`config.mk`:
```
export PLATFORM = sky130hd
export DESIGN_NAME = sha_message_padder_core
export DESIGN_NICKNAME = d
export VERILOG_FILES = /design/src/sv/smp_pkg.sv /design/src/sv/sha_message_padder_core.sv /design/src/sv/smp_cfg.sv /design/src/sv/smp_ram.sv /design/src/sv/smp_fmt.sv
export SDC_FILE = /design/constraint.sdc
export NUM_CORES = 1
export LEC_CHECK = 0
export ABC_AREA = 0
export BUFFER_PORTS_ARGS = -buffer_cell sky130_fd_sc_hd__buf_4
export CORE_ASPECT_RATIO = 1.1
export CORE_MARGIN = 4
export CORE_UTILIZATION = 57
export CTS_CLUSTER_SIZE = 14
export DETAILED_ROUTE_END_ITERATION = 10
export MAX_ROUTING_LAYER = met4
export PLACE_DENSITY = 0.74
export REMOVE_ABC_BUFFERS = 1
export SYNTH_ARGS = -nofsm -noshare
export SYNTH_HDL_FRONTEND = slang
export SYNTH_SLANG_ARGS = --single-unit
```
`constraint.sdc`:
```
create_clock -name clk -period 7.2 [get_ports clk]
set_input_delay 1.44 -clock clk [delete_from_list [all_inputs] [get_ports clk]]
set_output_delay 1.44 -clock clk [all_outputs]
set_load 0.1 [all_outputs]
```
`src/sv/smp_pkg.sv`:
```
// Shared types and constants of the SHA message padder.
`timescale 1ns / 1ps
package smp_pkg;

	// Block buffer geometry: up to 128 bytes kept as 32 words of 4 bytes
	localparam int unsigned RAM_WORDS  = 32;
	localparam int unsigned RAM_AW     = 5;
	localparam int unsigned LEN_BITS   = 128;

	// Input item kinds
	localparam logic FUNC_APPEND = 1'b0;
	localparam logic FUNC_FINISH = 1'b1;

	// Hash modes below this code use 64-byte blocks and 8 length bytes
	localparam logic [1:0] MODE_SHA384 = 2'd2;

	localparam logic [7:0] PAD_MARK  = 8'h80;
	localparam logic [7:0] SMALL_BLK = 8'd64;

	// Register indexes on the configuration port
	localparam logic REG_HASH_MODE = 1'b0;

	// Sequencer states
	typedef enum logic [1:0] {
		ST_IDLE = 2'b01,
		ST_EMIT = 2'b10
	} seq_state_t;

	// Per-block control handed to the word formatter
	typedef struct packed {
		logic       pad;       // final padded block(s)
		logic       lenb16;    // 16 length bytes instead of 8
		logic [6:0] fill;      // first byte position not taken from the buffer
		logic [7:0] total_m1;  // last byte position of the emitted run
	} pad_ctl_t;

endpackage

```
`src/sv/sha_message_padder_core.sv`:
```
// Top level of the SHA message padder: sequencer, counters and output register.
`timescale 1ns / 1ps
// Message padder in front of a SHA-1/224/256/384/512 compression engine.
// Slave stream: one item per transaction; tuser 0 appends the byte in tdata,
// tuser 1 finishes the message and emits the padded final block(s).
// Master stream: one 32-bit block word per transaction, lowest-addressed
// byte in bits 7:0; tuser flags continue_round, block_end and message_end,
// tlast marks the last word caused by one input item.
// APB port: hash_mode at address 0 (0 sha1, 1 sha256, 2 sha384, 3 sha512);
// write it only while the block is idle.
// An append that does not complete a block leaves s_tready high. A byte that
// completes a block, and a finish item, hold s_tready low while the block
// words are read out of the buffer RAM at one word per cycle when the receiver
// does not stall: bsz/4 words (or 2*bsz/4 for a two-block finish). The first
// word passes the RAM read stage and the output register before m_tvalid.
// When the receiver stalls, the read pipeline holds and the next buffer read
// is issued only when the output register frees up; no word is dropped.
// Reset clears the counters, the fill position and the sequencer at once; the
// buffer RAM needs no clearing since padding never reads unwritten bytes.
module sha_message_padder_core #(
	parameter int unsigned MAX_BLOCK_BYTES = 128
) (
	input  logic        clk,
	input  logic        arst_n,
	// APB configuration
	input  logic        psel,
	input  logic        penable,
	input  logic        pwrite,
	input  logic [2:0]  paddr,
	input  logic [31:0] pwdata,
	output logic [31:0] prdata,
	output logic        pready,
	// input stream
	input  logic        s_tvalid,
	output logic        s_tready,
	input  logic [7:0]  s_tdata,   // [7:0] data_byte
	input  logic        s_tuser,   // [0] func
	// output stream
	output logic        m_tvalid,
	input  logic        m_tready,
	output logic [31:0] m_tdata,   // [31:0] data_word
	output logic [2:0]  m_tuser,   // [0] continue_round, [1] block_end, [2] message_end
	output logic        m_tlast    // last
);
	import smp_pkg::*;

	// large-block size, clamped and rounded to whole words
	localparam int unsigned BLK_CLAMP = (MAX_BLOCK_BYTES < 64) ? 64 :
		((MAX_BLOCK_BYTES > 128) ? 128 : MAX_BLOCK_BYTES);
	localparam int unsigned BLK_BIG = BLK_CLAMP - (BLK_CLAMP % 4);

	logic [1:0]  hash_mode;

	seq_state_t  state_q;
	logic [6:0]  fill_q;
	logic [63:0] cnt_lo_q;
	logic [63:0] cnt_hi_q;
	logic        seen_q;

	// per-run registers
	pad_ctl_t    ctl_q;
	logic        cont0_q;
	logic [4:0]  bw_last_q;
	logic [5:0]  nw_last_q;
	logic [5:0]  rd_w_q;
	logic        issue_done_q;
	logic [LEN_BITS-1:0] len_q;

	// read pipeline
	logic        valid_s1;
	logic [5:0]  w_s1;

	logic        m_tvalid_q;
	logic [31:0] m_tdata_q;
	logic [2:0]  m_tuser_q;
	logic        m_tlast_q;

	logic        in_acc;
	logic [7:0]  bsz;
	logic [7:0]  f_eff;
	logic [7:0]  f_next;
	logic [7:0]  room;
	logic        lenb16;
	logic [8:0]  total;
	logic [4:0]  bw_last;
	logic        rd_en;
	logic        s1_move;
	logic [31:0] ram_rdata;
	logic [31:0] fmt_word;
	logic        w_cont;
	logic        w_bend;
	logic        w_last;

	smp_cfg u_cfg (
		.clk       (clk),
		.arst_n    (arst_n),
		.psel      (psel),
		.penable   (penable),
		.pwrite    (pwrite),
		.paddr     (paddr),
		.pwdata    (pwdata),
		.prdata    (prdata),
		.pready    (pready),
		.hash_mode (hash_mode)
	);

	// block geometry for the current mode
	always_comb begin
		bsz     = (hash_mode < MODE_SHA384) ? SMALL_BLK : BLK_BIG[7:0];
		lenb16  = (hash_mode >= MODE_SHA384);
		f_eff   = ({1'b0, fill_q} >= bsz) ? ({1'b0, fill_q} - bsz) : {1'b0, fill_q};
		f_next  = f_eff + 8'd1;
		room    = bsz - f_eff;
		total   = (room >= (lenb16 ? 8'd17 : 8'd9)) ? {1'b0, bsz} : {bsz, 1'b0};
		bw_last = 5'(bsz[7:2] - 6'd1);
	end

	assign s_tready = (state_q == ST_IDLE);
	assign in_acc   = s_tvalid && s_tready;

	// read pipeline handshake
	assign s1_move = valid_s1 && (!m_tvalid_q || m_tready);
	assign rd_en   = (state_q == ST_EMIT) && !issue_done_q && (!valid_s1 || s1_move);

	smp_ram u_ram (
		.clk   (clk),
		.we    (in_acc && (s_tuser == FUNC_APPEND)),
		.waddr (f_eff[6:2]),
		.wlane (f_eff[1:0]),
		.wbyte (s_tdata),
		.re    (rd_en),
		.raddr (rd_w_q[4:0]),
		.rdata (ram_rdata)
	);

	smp_fmt u_fmt (
		.ctl       (ctl_q),
		.word_idx  (w_s1),
		.ram_word  (ram_rdata),
		.len_bits  (len_q),
		.data_word (fmt_word)
	);

	// sequencer, counters and run setup
	always_ff @(posedge clk or negedge arst_n) begin
		if (!arst_n) begin
			state_q      <= ST_IDLE;
			fill_q       <= 7'd0;
			cnt_lo_q     <= 64'd0;
			cnt_hi_q     <= 64'd0;
			seen_q       <= 1'b0;
			rd_w_q       <= 6'd0;
			issue_done_q <= 1'b0;
			valid_s1     <= 1'b0;
		end else begin
			case (state_q)
				ST_IDLE: begin
					if (in_acc) begin
						rd_w_q       <= 6'd0;
						issue_done_q <= 1'b0;
						if (s_tuser == FUNC_APPEND) begin
							cnt_lo_q <= cnt_lo_q + 64'd1;
							if (&cnt_lo_q) begin
								cnt_hi_q <= cnt_hi_q + 64'd1;
							end
							if (f_next == bsz) begin
								fill_q  <= 7'd0;
								seen_q  <= 1'b1;
								state_q <= ST_EMIT;
							end else begin
								fill_q <= f_next[6:0];
							end
						end else begin
							fill_q   <= 7'd0;
							cnt_lo_q <= 64'd0;
							cnt_hi_q <= 64'd0;
							seen_q   <= 1'b0;
							state_q  <= ST_EMIT;
						end
					end
				end
				ST_EMIT: begin
					if (rd_en) begin
						rd_w_q <= rd_w_q + 6'd1;
						if (rd_w_q == nw_last_q) begin
							issue_done_q <= 1'b1;
						end
					end
					if (issue_done_q && s1_move) begin
						state_q <= ST_IDLE;
					end
				end
				default: begin
					state_q <= ST_IDLE;
				end
			endcase
			if (rd_en) begin
				valid_s1 <= 1'b1;
			end else if (s1_move) begin
				valid_s1 <= 1'b0;
			end
		end
	end

	// run parameters latched on every accepted input item
	always_ff @(posedge clk) begin
		if (in_acc) begin
			cont0_q        <= seen_q;
			bw_last_q      <= bw_last;
			ctl_q.lenb16   <= lenb16;
			ctl_q.fill     <= f_eff[6:0];
			if (s_tuser == FUNC_APPEND) begin
				ctl_q.pad      <= 1'b0;
				ctl_q.total_m1 <= bsz - 8'd1;
				nw_last_q      <= {1'b0, bw_last};
			end else begin
				ctl_q.pad      <= 1'b1;
				ctl_q.total_m1 <= 8'(total - 9'd1);
				nw_last_q      <= 6'(total[8:2] - 7'd1);
				len_q          <= {cnt_hi_q[60:0], cnt_lo_q, 3'b000};
			end
		end
		if (rd_en) begin
			w_s1 <= rd_w_q;
		end
	end

	// word flags
	always_comb begin
		w_cont = (w_s1 <= {1'b0, bw_last_q}) ? cont0_q : 1'b1;
		w_bend = (w_s1 == {1'b0, bw_last_q}) || (w_s1 == {bw_last_q, 1'b1});
		w_last = (w_s1 == nw_last_q);
	end

	// output register
	always_ff @(posedge clk or negedge arst_n) begin
		if (!arst_n) begin
			m_tvalid_q <= 1'b0;
		end else if (s1_move) begin
			m_tvalid_q <= 1'b1;
		end else if (m_tready) begin
			m_tvalid_q <= 1'b0;
		end
	end

	always_ff @(posedge clk) begin
		if (s1_move) begin
			m_tdata_q <= fmt_word;
			m_tuser_q <= {ctl_q.pad, w_bend, w_cont};
			m_tlast_q <= w_last;
		end
	end

	assign m_tvalid = m_tvalid_q;
	assign m_tdata  = m_tdata_q;
	assign m_tuser  = m_tuser_q;
	assign m_tlast  = m_tlast_q;

endmodule

```
`src/sv/smp_cfg.sv`:
```
// APB register file holding the hash mode.
`timescale 1ns / 1ps
module smp_cfg (
	input  logic        clk,
	input  logic        arst_n,
	input  logic        psel,
	input  logic        penable,
	input  logic        pwrite,
	input  logic [2:0]  paddr,
	input  logic [31:0] pwdata,
	output logic [31:0] prdata,
	output logic        pready,
	output logic [1:0]  hash_mode
);
	import smp_pkg::*;

	logic [1:0] mode_q;
	logic       wr_en;

	assign pready = 1'b1;
	assign wr_en  = psel && penable && pwrite;

	// mode register, written in the access phase
	always_ff @(posedge clk or negedge arst_n) begin
		if (!arst_n) begin
			mode_q <= 2'd0;
		end else if (wr_en && (paddr[2] == REG_HASH_MODE)) begin
			mode_q <= pwdata[1:0];
		end
	end

	// read back
	always_comb begin
		if (paddr[2] == REG_HASH_MODE) begin
			prdata = {30'd0, mode_q};
		end else begin
			prdata = 32'd0;
		end
	end

	assign hash_mode = mode_q;

endmodule

```
`src/sv/smp_ram.sv`:
```
// Block buffer: 32 words with byte-lane writes and a registered read port.
`timescale 1ns / 1ps
module smp_ram (
	input  logic                      clk,
	input  logic                      we,
	input  logic [smp_pkg::RAM_AW-1:0] waddr,
	input  logic [1:0]                wlane,
	input  logic [7:0]                wbyte,
	input  logic                      re,
	input  logic [smp_pkg::RAM_AW-1:0] raddr,
	output logic [31:0]               rdata
);
	import smp_pkg::*;

	logic [31:0] mem_q [RAM_WORDS];
	logic [31:0] rdata_q;

	// byte write into one lane
	always_ff @(posedge clk) begin
		if (we) begin
			mem_q[waddr][{wlane, 3'b000} +: 8] <= wbyte;
		end
	end

	// read data holds while no read is issued
	always_ff @(posedge clk) begin
		if (re) begin
			rdata_q <= mem_q[raddr];
		end
	end

	assign rdata = rdata_q;

endmodule

```
`src/sv/smp_fmt.sv`:
```
// Word formatter: buffer bytes, pad mark, zero fill and big-endian bit length.
`timescale 1ns / 1ps
module smp_fmt (
	input  smp_pkg::pad_ctl_t          ctl,
	input  logic [5:0]                 word_idx,
	input  logic [31:0]                ram_word,
	input  logic [smp_pkg::LEN_BITS-1:0] len_bits,
	output logic [31:0]                data_word
);
	import smp_pkg::*;

	logic [7:0] pos      [4];
	logic [7:0] from_end [4];

	// one byte lane at a time, lanes are independent
	always_comb begin
		for (int i = 0; i < 4; i++) begin
			pos[i]      = {word_idx, 2'(i)};
			from_end[i] = ctl.total_m1 - pos[i];
			if (!ctl.pad || (pos[i] < {1'b0, ctl.fill})) begin
				data_word[i*8 +: 8] = ram_word[i*8 +: 8];
			end else if (pos[i] == {1'b0, ctl.fill}) begin
				data_word[i*8 +: 8] = PAD_MARK;
			end else if (from_end[i] < (ctl.lenb16 ? 8'd16 : 8'd8)) begin
				// distance from the end selects the length byte, LSB last
				data_word[i*8 +: 8] = len_bits[{from_end[i][3:0], 3'b000} +: 8];
			end else begin
				data_word[i*8 +: 8] = 8'd0;
			end
		end
	end

endmodule
```
Yosys cells after proc, flatten, opt, wreduce, memory -nomap -nowiden:

Memory sizes are Yosys's and may differ from the RTL's. A register that Yosys moved wholly into a read port is not among the register bits.
Index checks and enable logic that the tools add are counted.
W data, S select, Z words.

* bits in writable memories: 1024
* flip-flop bits (word level): 345
* memories kept: 1
* output and inout port bits: 71
* input bits: 51

Memories
* u_ram.mem_q: words 32, bits a word 32, rd ports 1, clocked after Yosys merged registers in 1, wr ports 1, line smp_ram.sv:15 `logic [31:0] mem_q [RAM_WORDS];`

* equality and inequality tests: 16
* shift-type cells: 6
* add/sub/neg operators: 15
* muxes and demuxes: 46
* bitwise operators: 2
* magnitude comparators: 13
* reductions and logical operators: 33

Operators with widths (count)
* $shiftx A128 B8 Y8: 4
* $mux W64: 3
* $add A64 B1 Y64 const B: 2
* $mux W8: 16
* $reduce_and A64 Y1: 1
* $sub A8 B8 Y8: 5
* $eq A8 B7 Y1: 4
* $lt A8 B7 Y1: 4
* $mux W32: 1
* $shift A8 B7 Y32 const A: 1
* $shiftx A8 B7 Y32: 1
* $lt A8 B8 Y1: 3
* $eq A6 B6 Y1: 3
* $sub A8 B1 Y8 const B: 2
* $mux W5: 3
* $mux W7: 2
* $mux W6: 2
* $pmux W6 S2: 1
* $reduce_and A3 Y1: 4
* $mux W1: 11
* $mux W2: 5
* $reduce_bool A2 Y1: 5
* $logic_and A1 B1 Y1: 9
* $add A8 B1 Y8 const B: 1
* other kinds (25): 38

Longest topological paths before layout:

Gate-level depths: netlist (run 1).

* word-level depth: 10
* depth in mapped cells: 11

Cells and area by module:

Synthesis (run 1) repeated with hierarchy kept, for this count alone.

* cell total of the unflattened synthesis: 4067
* area, all modules: 61283.8 sq um

By module, submodules not included
* smp_ram: times used 1, cells each 2450, sequential area each 31710.4 sq um, area each 41658.7 sq um
* sha_message_padder_core: times used 1, cells each 1150, sequential area each 9039.9 sq um, area each 13859.5 sq um
* smp_fmt: times used 1, cells each 427, sequential area each 0.0 sq um, area each 5403.9 sq um
* smp_cfg: times used 1, cells each 40, sequential area each 50.0 sq um, area each 361.6 sq um

Worst setup path after synthesis (run 1):

No wires, ideal clock.

* path type: in2reg
* start point: input port s_tuser
* end point: register len_q[100], enable pin
* path buffers: 3
* stages: 5
* arrival time: 5.909 ns
* data required time: 6.662 ns
* path slack: 0.753 ns
* library setup time: 0.538 ns
* path through: clkbuf_1 nand2_1 clkinv_1 clkbuf_1 clkbuf_1

* cells in the longest elaborated chain, start to end: 1

Ends and longest elaborated chain
* start, declared: line sha_message_padder_core.sv:37 `input logic s_tuser,`
* $reduce_and A2 Y1 (no source line)
* end signal, assigned: line sha_message_padder_core.sv:220 `len_q <= {cnt_hi_q[60:0], cnt_lo_q, 3'b000};`
* end, declared: line sha_message_padder_core.sv:67 `logic [LEN_BITS-1:0] len_q;`

Every way passes these cells.
A chain may end at the register's enable or synchronous reset.

Worst setup path in the final report (run 1):

* start point: register w_s1[0]
* end point: register m_tdata_q[20] (netlist: m_tdata[20]) (data pin)

* cells in the longest elaborated chain, start to end: 5
* elaborated cells between the ends (all ways): 9

Ends and longest elaborated chain
* start, declared: line sha_message_padder_core.sv:71 `logic [5:0] w_s1;`
* start signal, assigned: line sha_message_padder_core.sv:224 `w_s1 <= rd_w_q;`
* $sub A8 B8 Y8: line smp_fmt.sv:19 `from_end[i] = ctl.total_m1 - pos[i];`
* $shiftx A128 B8 Y8 or $lt A8 B8 Y1 (tied branches): line smp_fmt.sv:26, smp_fmt.sv:24
* $mux W8: line smp_fmt.sv:24 `end else if (from_end[i] < (ctl.lenb16 ? 8'd16 : 8'd8)) begin`
* $mux W8: line smp_fmt.sv:22 `end else if (pos[i] == {1'b0, ctl.fill}) begin`
* $mux W8 (*): line smp_fmt.sv:20 `if (!ctl.pad || (pos[i] < {1'b0, ctl.fill})) begin`
* via fmt_word[20]: line sha_message_padder_core.sv:89 `logic [31:0] fmt_word;`
* end signal, assigned: line sha_message_padder_core.sv:248 `m_tdata_q <= fmt_word;`
* end, declared: line sha_message_padder_core.sv:74 `logic [31:0] m_tdata_q;`

The timed path passes the listed nets; every way through them passes the cells marked *.

==> flow_metrics.env, run 1 <==
export IMPL_grt_use_total=0.264
export IMPL_slowest_delay_ns=1.00
export IMPL_run_status="finished, final reports clean"
export IMPL_detail_route_vias_per_cell=6.48
export IMPL_tritoncts_clock_tree="built"
export IMPL_pwr_density_cell_mw_per_mm2=286
export IMPL_reg2reg_from="w_s1[0]$_DFFE_PP_"
export IMPL_initial_cell_density_of_the_core=0.574
export IMPL_synthesis_area_sq_mm=0.0558
export IMPL_port_buffers=58
export IMPL_design_final_nets=3157
export IMPL_gpl_final_weighted_congestion=0.900
export IMPL_routed_wl_met2_um=66900
export IMPL_clk_insertion_delay_late_ns=0.73
export IMPL_finalCriticalPeriod_ns=3.90
export IMPL_synthTopCellsByArea="edfxtp_1 (67%), mux4_2 (14%), dfrtp_1 (6.5%)"
export IMPL_slew_headroom=0.111
export IMPL_synth_edff_count=1237
export IMPL_synth_seq_cells=1383
export IMPL_post_synth_inst_count=3014
export IMPL_cts_root_buffer_cell="clkbuf_16"
export IMPL_detail_route_iter0_violations=3599
export IMPL_number_of_antenna_violations_at_the_first_check_in_global_routing=4
export IMPL_dieHeight_um=336
export IMPL_cts_buffers_inserted=134
export IMPL_critical_path_top_delay_family="compound AO/OA/AOI/OAI gates"
export IMPL_via_count_of_the_first_global_routing_pass=29000
export IMPL_design_core_area_sq_mm=0.0973
export IMPL_worst_setup_path_end_kind="flip-flop"
export IMPL_drt_antenna_violating_nets=0
export IMPL_cts_repair_resize_count=0
export IMPL_clockBufferDepth=3
export IMPL_cts_repair_timing_setup_buffer_count=0
export IMPL_hold_path_class="reg -> reg"
export IMPL_numClockSinks=1383
export IMPL_hold_path_startpoint="seen_q$_DFFE_PN0P_"
export IMPL_syn2layout_area_growth_pct=10.5
export IMPL_post_route_cells_drive_above_1_share=0.212
export IMPL_synth_yosys_seq_area_share=0.731
export IMPL_max_clock_freq_ghz=0.256
export IMPL_worstSetupPathType="reg -> reg"
export IMPL_maxSlewViolCount=0
export IMPL_postSynth_asyncResetShare=0.106
export IMPL_fillers=6426
export IMPL_route_met3_wl_um=10700
export IMPL_worst_setup_path_startpoint="w_s1[0]$_DFFE_PP_"
export IMPL_power_ir_vdd_worst_v=0.000293
export IMPL_clock_skew_ns=0.0299
export IMPL_top_layer_used="met4"
export IMPL_worst_setup_path_start_kind="flip-flop"
export IMPL_netlist_top_cell_by_area="edfxtp_1"
export IMPL_timing_critical_path_arrival_ns=4.27
export IMPL_wl_um=130000
export IMPL_grt_setup_unrepaired="no"
export IMPL_grt_first_pass_wirelength_um=194000
export IMPL_synth_ff_type="edfxtp_1"
export IMPL_finalSetupViolations=0
export IMPL_worstPathBufferInverterCount=1
export IMPL_cap_violations=0
export IMPL_timing_critical_path_required_ns=7.56
export IMPL_worst_pin_slew_ns=1.33
export IMPL_synth_warnings=0
export IMPL_fin_worst_hold_slack_ns=0.463
export IMPL_hold_violations_final=0
export IMPL_timing_critical_path_cells="buf_4 > ha_1 > nand2_1 > nor3_1 > o21ai_1 > a21boi_1 > o21ai_0"
export IMPL_die_area_sq_mm=0.103
export IMPL_yosysUniqueCellTypes=63
export IMPL_layout_setup_ws_ns=3.30
export IMPL_post_drt_wl_per_cell_um=29.0
export IMPL_post_cts_hold_buffer_count=0
export IMPL_grt_overflow=0
export IMPL_dr_total_vias=29000
export IMPL_largest_net_degree_at_the_start_of_global_routing=162
export IMPL_cp_max_fo=34
export IMPL_hpwl_um=81700
export IMPL_io_pin_count=122
export IMPL_min_period_over_period=0.542
export IMPL_drcViolationCount=0
export IMPL_fp_row_count=120
export IMPL_drtPass1Iterations=8
export IMPL_drt_met1_wl_um=47500
export IMPL_clkTransAtPathRegs_ns=0.06
export IMPL_cts_htree_levels=4
export IMPL_die_x_um=306
export IMPL_power_leakage_nw=19.8
export IMPL_worst_path_max_delay_cell="a21boi_1"
export IMPL_detailedPlace_worstSlack_ns=2.78
export IMPL_synth_top_cell_area_share=0.665
export IMPL_synth_avg_cell_area_sq_um=18.5
==> cell usage in the layout (no fill, tap or decap), types with 15 or more instances in the layout <==
cell	count
a21oi_1	69
and2_1	42
and3_1	19
buf_4	76
clkbuf_1	35
clkbuf_16	137
clkinv_1	31
conb_1	31
dfrtp_1	140
edfxtp_1	1237
ha_1	23
inv_1	49
mux2_2	37
mux4_2	349
nand2_1	146
nand2b_1	22
nand3_1	53
nand4_1	42
nor2_1	225
nor3_1	30
nor4_1	15
o21ai_0	89
or3_1	52
or4_1	19
xnor2_1	37
xor2_1	33
==> final cells by class <==
type	instances	area [sq um]	share of cell area
clock inverters	68	649	0.0105
diodes	4	10.0	0.000162
well taps	1281	1600	0.0260
flip-flops and latches	1383	40800	0.662
inverters	50	195	0.00317
clock buffers	175	3600	0.0584
multi-input cells	1433	14100	0.229
repair buffers	81	662	0.0107
==> path summary, 6_finish.rpt <==
kind / to / slack (ns) / depth (start not counted)
worst max-delay path: m_tdata[20]$_DFFE_PP_ / 3.30 / 7
worst min-delay path: cont0_q$_DFFE_PP_ / 0.46 / 0
worst max register to register: m_tdata[20]$_DFFE_PP_ / 3.30 / 7
worst min register to register: cont0_q$_DFFE_PP_ / 0.46 / 0
max in group asynchronous: rd_w_q[1]$_DFFE_PN0P_ / 4.97 / 2
min in group asynchronous: cnt_hi_q[56]$_DFFE_PN0P_ / 0.80 / 1
==> logic make-up (layout without fill, tap and decap cells) <==
family / after synthesis / in the layout / share of synthesized area
adder cells (fa/ha/maj): 23 / 23 / 0.00516
AO/OA/AOI/OAI: 196 / 196 / 0.0193
buffers and inverters: 227 / 374 / 0.0180
AND/OR/NAND/NOR: 719 / 719 / 0.0658
XOR/XNOR: 70 / 70 / 0.0110
other: 2 / 35 / 0.000135
flip-flops: 1383 / 1383 / 0.731
multiplexers: 394 / 394 / 0.150
==> cells in the mapped netlist (all sizes together) (2+ instances only) <==
cell type and count:
conb 2, mux4 349, dfrtp 145, a211oi 2, nor4b 2, o21ai 91, edfxtp 1237, mux2 37
and4 14, nand2 146, and3 19, buf 80, nand2b 22, ha 23, xor2 33, a31oi 2
or3 52, a21boi 2, nand3 55, xnor2 37, nor2b 6, and2 43, or4 21, o211ai 6
nand4 45, o22ai 2, nor4 20, nor3 30, o31ai 12, a21oi 69, nor2 225, nor3b 3
clkbuf 97, or2 8, inv 49, nand4b 4, mux2i 8, o221ai 2, nand3b 3, a21o 2
==> power by group <==
| part | switching [mW] | internal, mW | leakage (nW) |
|---|---|---|---|
| logic | 1.06 | 0.487 | 4.30 |
| clock network | 2.92 | 3.93 | 2.07 |
| registers | 0.106 | 9.16 | 13.5 |
==> layer usage <==
layer	up-vias	GRT usage
met1	15200	0.335
met2	1513	0.433
met4	0	0.0910
met5	-	-
met3	253	0.0511
li1	12100	-
==> registers in the layout (all words and copies together) (netlist names), 3 cells and up <==
name and count:
m_tdata 32, fill_q 7, w_s1 6, u_ram.rdata 32, len_q 125, cnt_lo_q 64
rd_w_q 6, u_ram.mem_q 1024, m_tuser 3, cnt_hi_q 61, ctl_q 11
==> metrics by stage <==
stage / TNS (ns) / util / std cells / cell area (sq um) / power, mW
after floorplan: -268.03 / - / 2866 / 55100 / 10.6
after global placement: 0 / 0.590 / 4228 / 57400 / 10.9
after detailed placement: 0 / 0.590 / 4228 / 57400 / 11.0
after CTS: 0 / 0.634 / 4471 / 61700 / 17.7
after global routing: 0 / 0.634 / 4474 / 61700 / 18.2
final: 0 / 0.634 / 4475 / 61700 / 17.7
Power figures use the tool's default switching activity.
==> inputs of run 2 (changes only) <==
--- a/config.mk
+++ b/config.mk
@@ -5,7 +5,7 @@
 export SDC_FILE = /design/constraint.sdc
 export NUM_CORES = 1
 export LEC_CHECK = 0
-export ABC_AREA = 0
+export ABC_AREA = 1
 export BUFFER_PORTS_ARGS = -buffer_cell sky130_fd_sc_hd__buf_4
 export CORE_ASPECT_RATIO = 1.1
 export CORE_MARGIN = 4
@@ -13,7 +13,7 @@
 export CTS_CLUSTER_SIZE = 14
 export DETAILED_ROUTE_END_ITERATION = 10
 export MAX_ROUTING_LAYER = met4
-export PLACE_DENSITY = 0.74
+export PLACE_DENSITY = 0.73
 export REMOVE_ABC_BUFFERS = 1
 export SYNTH_ARGS = -nofsm -noshare
 export SYNTH_HDL_FRONTEND = slang
==> constraint.sdc (replaced) <==
create_clock -name clk -period 3.9 [get_ports clk]
set_input_delay 0.78 -clock clk [delete_from_list [all_inputs] [get_ports clk]]
set_output_delay 0.78 -clock clk [all_outputs]
set_load 0.1 [all_outputs]
==> flow_metrics.env, run 2 <==
export IMPL_synth_warnings=0
export IMPL_clkTransAtPathRegs_ns=0.06
export IMPL_wl_um=160000
export IMPL_clk_insertion_delay_late_ns=0.76
export IMPL_slew_headroom=0.187
export IMPL_cap_violations=0
export IMPL_placed_area_sq_mm=0.0616
export IMPL_fin_worst_hold_slack_ns=0.00187
export IMPL_netlist_top_cell_by_area="edfxtp_1"
export IMPL_hpwl_um=102000
export IMPL_detail_route_vias_per_cell=5.92
export IMPL_synth_yosys_seq_area_share=0.683
export IMPL_hold_violations_final=0
export IMPL_synth_edff_count=1237
export IMPL_min_period_over_period=0.784
export IMPL_design_core_area_sq_mm=0.104
export IMPL_post_synth_top_count_cell="edfxtp_1"
export IMPL_post_synth_most_frequent_cells="edfxtp_1 (1237), nor2_1 (1159), nand2_1 (1022), o21ai_0 (549), inv_1 (218)"
export IMPL_synth_avg_cell_area_sq_um=10.8
export IMPL_dieHeight_um=348
export IMPL_largest_net_degree_at_the_start_of_global_routing=205
export IMPL_gpl_final_weighted_congestion=0.947
export IMPL_grt_overflow=0
export IMPL_port_buffers=58
export IMPL_cts_buffers_inserted=140
export IMPL_postSynth_asyncResetShare=0.106
export IMPL_fillers=8031
export IMPL_drt_antenna_violating_nets=0
export IMPL_synth_seq_cells=1383
export IMPL_hold_path_class="in -> async"
export IMPL_largest_register_ff_count=1024
export IMPL_worst_setup_path_start_kind="flip-flop"
export IMPL_yosysUniqueCellTypes=48
export IMPL_layout_cells_most_common_list="edfxtp_1 (1237), nor2_1 (1141), nand2_1 (1022)"
export IMPL_maxSlewViolCount=0
export IMPL_max_clock_freq_ghz=0.327
export IMPL_dr_total_vias=41800
export IMPL_design_final_nets=5638
export IMPL_worstSetupPathType="reg -> reg"
export IMPL_power_ir_vdd_worst_v=0.000499
export IMPL_io_pin_count=122
export IMPL_post_cts_hold_buffer_count=0
export IMPL_cts_root_buffer_cell="clkbuf_16"
export IMPL_layout_cells_most_common="edfxtp_1"
export IMPL_finalSetupViolations=0
export IMPL_number_of_antenna_violations_at_the_first_check_in_global_routing=1
export IMPL_synth_ff_type="edfxtp_1"
export IMPL_timing_critical_path_arrival_ns=3.42
export IMPL_worst_setup_path_end_kind="flip-flop"
export IMPL_cp_max_fo=11
export IMPL_post_synth_inst_count=5553
export IMPL_cts_htree_levels=4
export IMPL_finalCriticalPeriod_ns=3.06
export IMPL_max_flop_register="u_ram.mem_q"
export IMPL_cts_repair_timing_setup_buffer_count=0
export IMPL_numClockSinks=1383
export IMPL_reg_largest_list="u_ram.mem_q (1024), len_q (125), cnt_lo_q (64)"
export IMPL_grt_first_pass_wirelength_um=240000
export IMPL_grt_setup_unrepaired="no"
export IMPL_synthesis_area_sq_mm=0.0598
export IMPL_via_count_of_the_first_global_routing_pass=39300
export IMPL_tritoncts_clock_tree="built"
export IMPL_grt_use_total=0.298
export IMPL_worst_pin_slew_ns=1.22
export IMPL_die_area_sq_mm=0.110
export IMPL_cts_repair_resize_count=0
export IMPL_clockBufferDepth=3
export IMPL_syn2layout_area_growth_pct=10.4
export IMPL_pwr_density_cell_mw_per_mm2=589
export IMPL_die_x_um=317
export IMPL_drcViolationCount=0
export IMPL_finish_instance_area_sq_mm=0.0660
export IMPL_initial_cell_density_of_the_core=0.575
export IMPL_clock_skew_ns=0.0339
export IMPL_worst_r2r_cell_count=3
export IMPL_post_route_cells_drive_above_1_share=0.0776
export IMPL_power_leakage_nw=23.0
export IMPL_drtPass1Iterations=6
export IMPL_finalPower_mw=38.9
export IMPL_synth_top_cell_area_share=0.621
export IMPL_post_drt_wl_per_cell_um=22.7
export IMPL_setup_tns_ns=0
export IMPL_synthTopCellsByArea="edfxtp_1 (62%), nor2_1 (7.3%), nand2_1 (6.4%)"
export IMPL_timing_critical_path_required_ns=4.26
export IMPL_detail_route_iter0_violations=5240
export IMPL_run_status="finished, final reports clean"
export IMPL_fp_row_count=124
[run 2: logic make-up after synthesis]
kind of cell | synth area share
DFF | 0.683
and+or+nand+nor | 0.177
xor gates and xnor gates | 0.00655
other | 0.000126
AOI/OAI and AO/OA | 0.0897
adders and majority gates | 0.00481
buffers and inverters | 0.0396
[run 2: path summary, 6_finish.rpt]
kind / startpoint / to / slack [ns]
hold / removal: arst_n / cnt_hi_q[45]$_DFFE_PN0P_ / 0.002
setup reg to reg: fill_q[2]$_DFFE_PN0P_ / u_ram.mem_q[16][28]$_DFFE_PP_ / 0.84
hold reg to reg: seen_q$_DFFE_PN0P_ / cont0_q$_DFFE_PP_ / 0.45
max in group asynchronous: arst_n / cnt_hi_q[29]$_DFFE_PN0P_ / 3.04
min in group clk: pwdata[1] / u_cfg.hash_mode[1]$_DFFE_PN0P_ / 0.28
setup / recovery: fill_q[2]$_DFFE_PN0P_ / u_ram.mem_q[16][28]$_DFFE_PP_ / 0.84
[run 2: where the power goes]
part | switching (mW) | internal, mW
sequential | 0.351 | 17.5
clock | 5.56 | 7.30
combinational | 6.28 | 1.85
[run 2: metrics by stage]
step / instances / setup WS, ns / utilization
after detailed placement: 6808 / 0.716 / 0.593
after floorplan: 5265 / -14.67 / -
after CTS: 7058 / 0.958 / 0.635
after global routing: 7059 / 0.704 / 0.635
final: 7060 / 0.842 / 0.635
after global placement: 6808 / 0.779 / 0.593
[run 2: cell type report]
class	count	area [sq um]	share of cell area
clock buffer	177	3700	0.0562
multi-input combinational	3651	16900	0.255
clock inverter	73	663	0.0101
inverter	231	877	0.0133
tap	1386	1730	0.0263
timing repair buffer	157	1320	0.0200
antenna	2	5.00	0.0000759
sequential	1383	40800	0.619
[run 2: critical path: stages (launching register included)]
cell and delay [ns]:
dfrtp_1 0.48, nor2_1 0.56, nand2_1 0.73, nor2_1 0.91
[run 2: routing by layer]
metal  vias to the layer above  track usage  routed length [um]
met5                         -            -                   0
met4                         0        0.146                8650
met3                       411       0.0452               14100
met2                      2078        0.456               75500
met1                     20000        0.395               62200
li1                      19300            -                   -
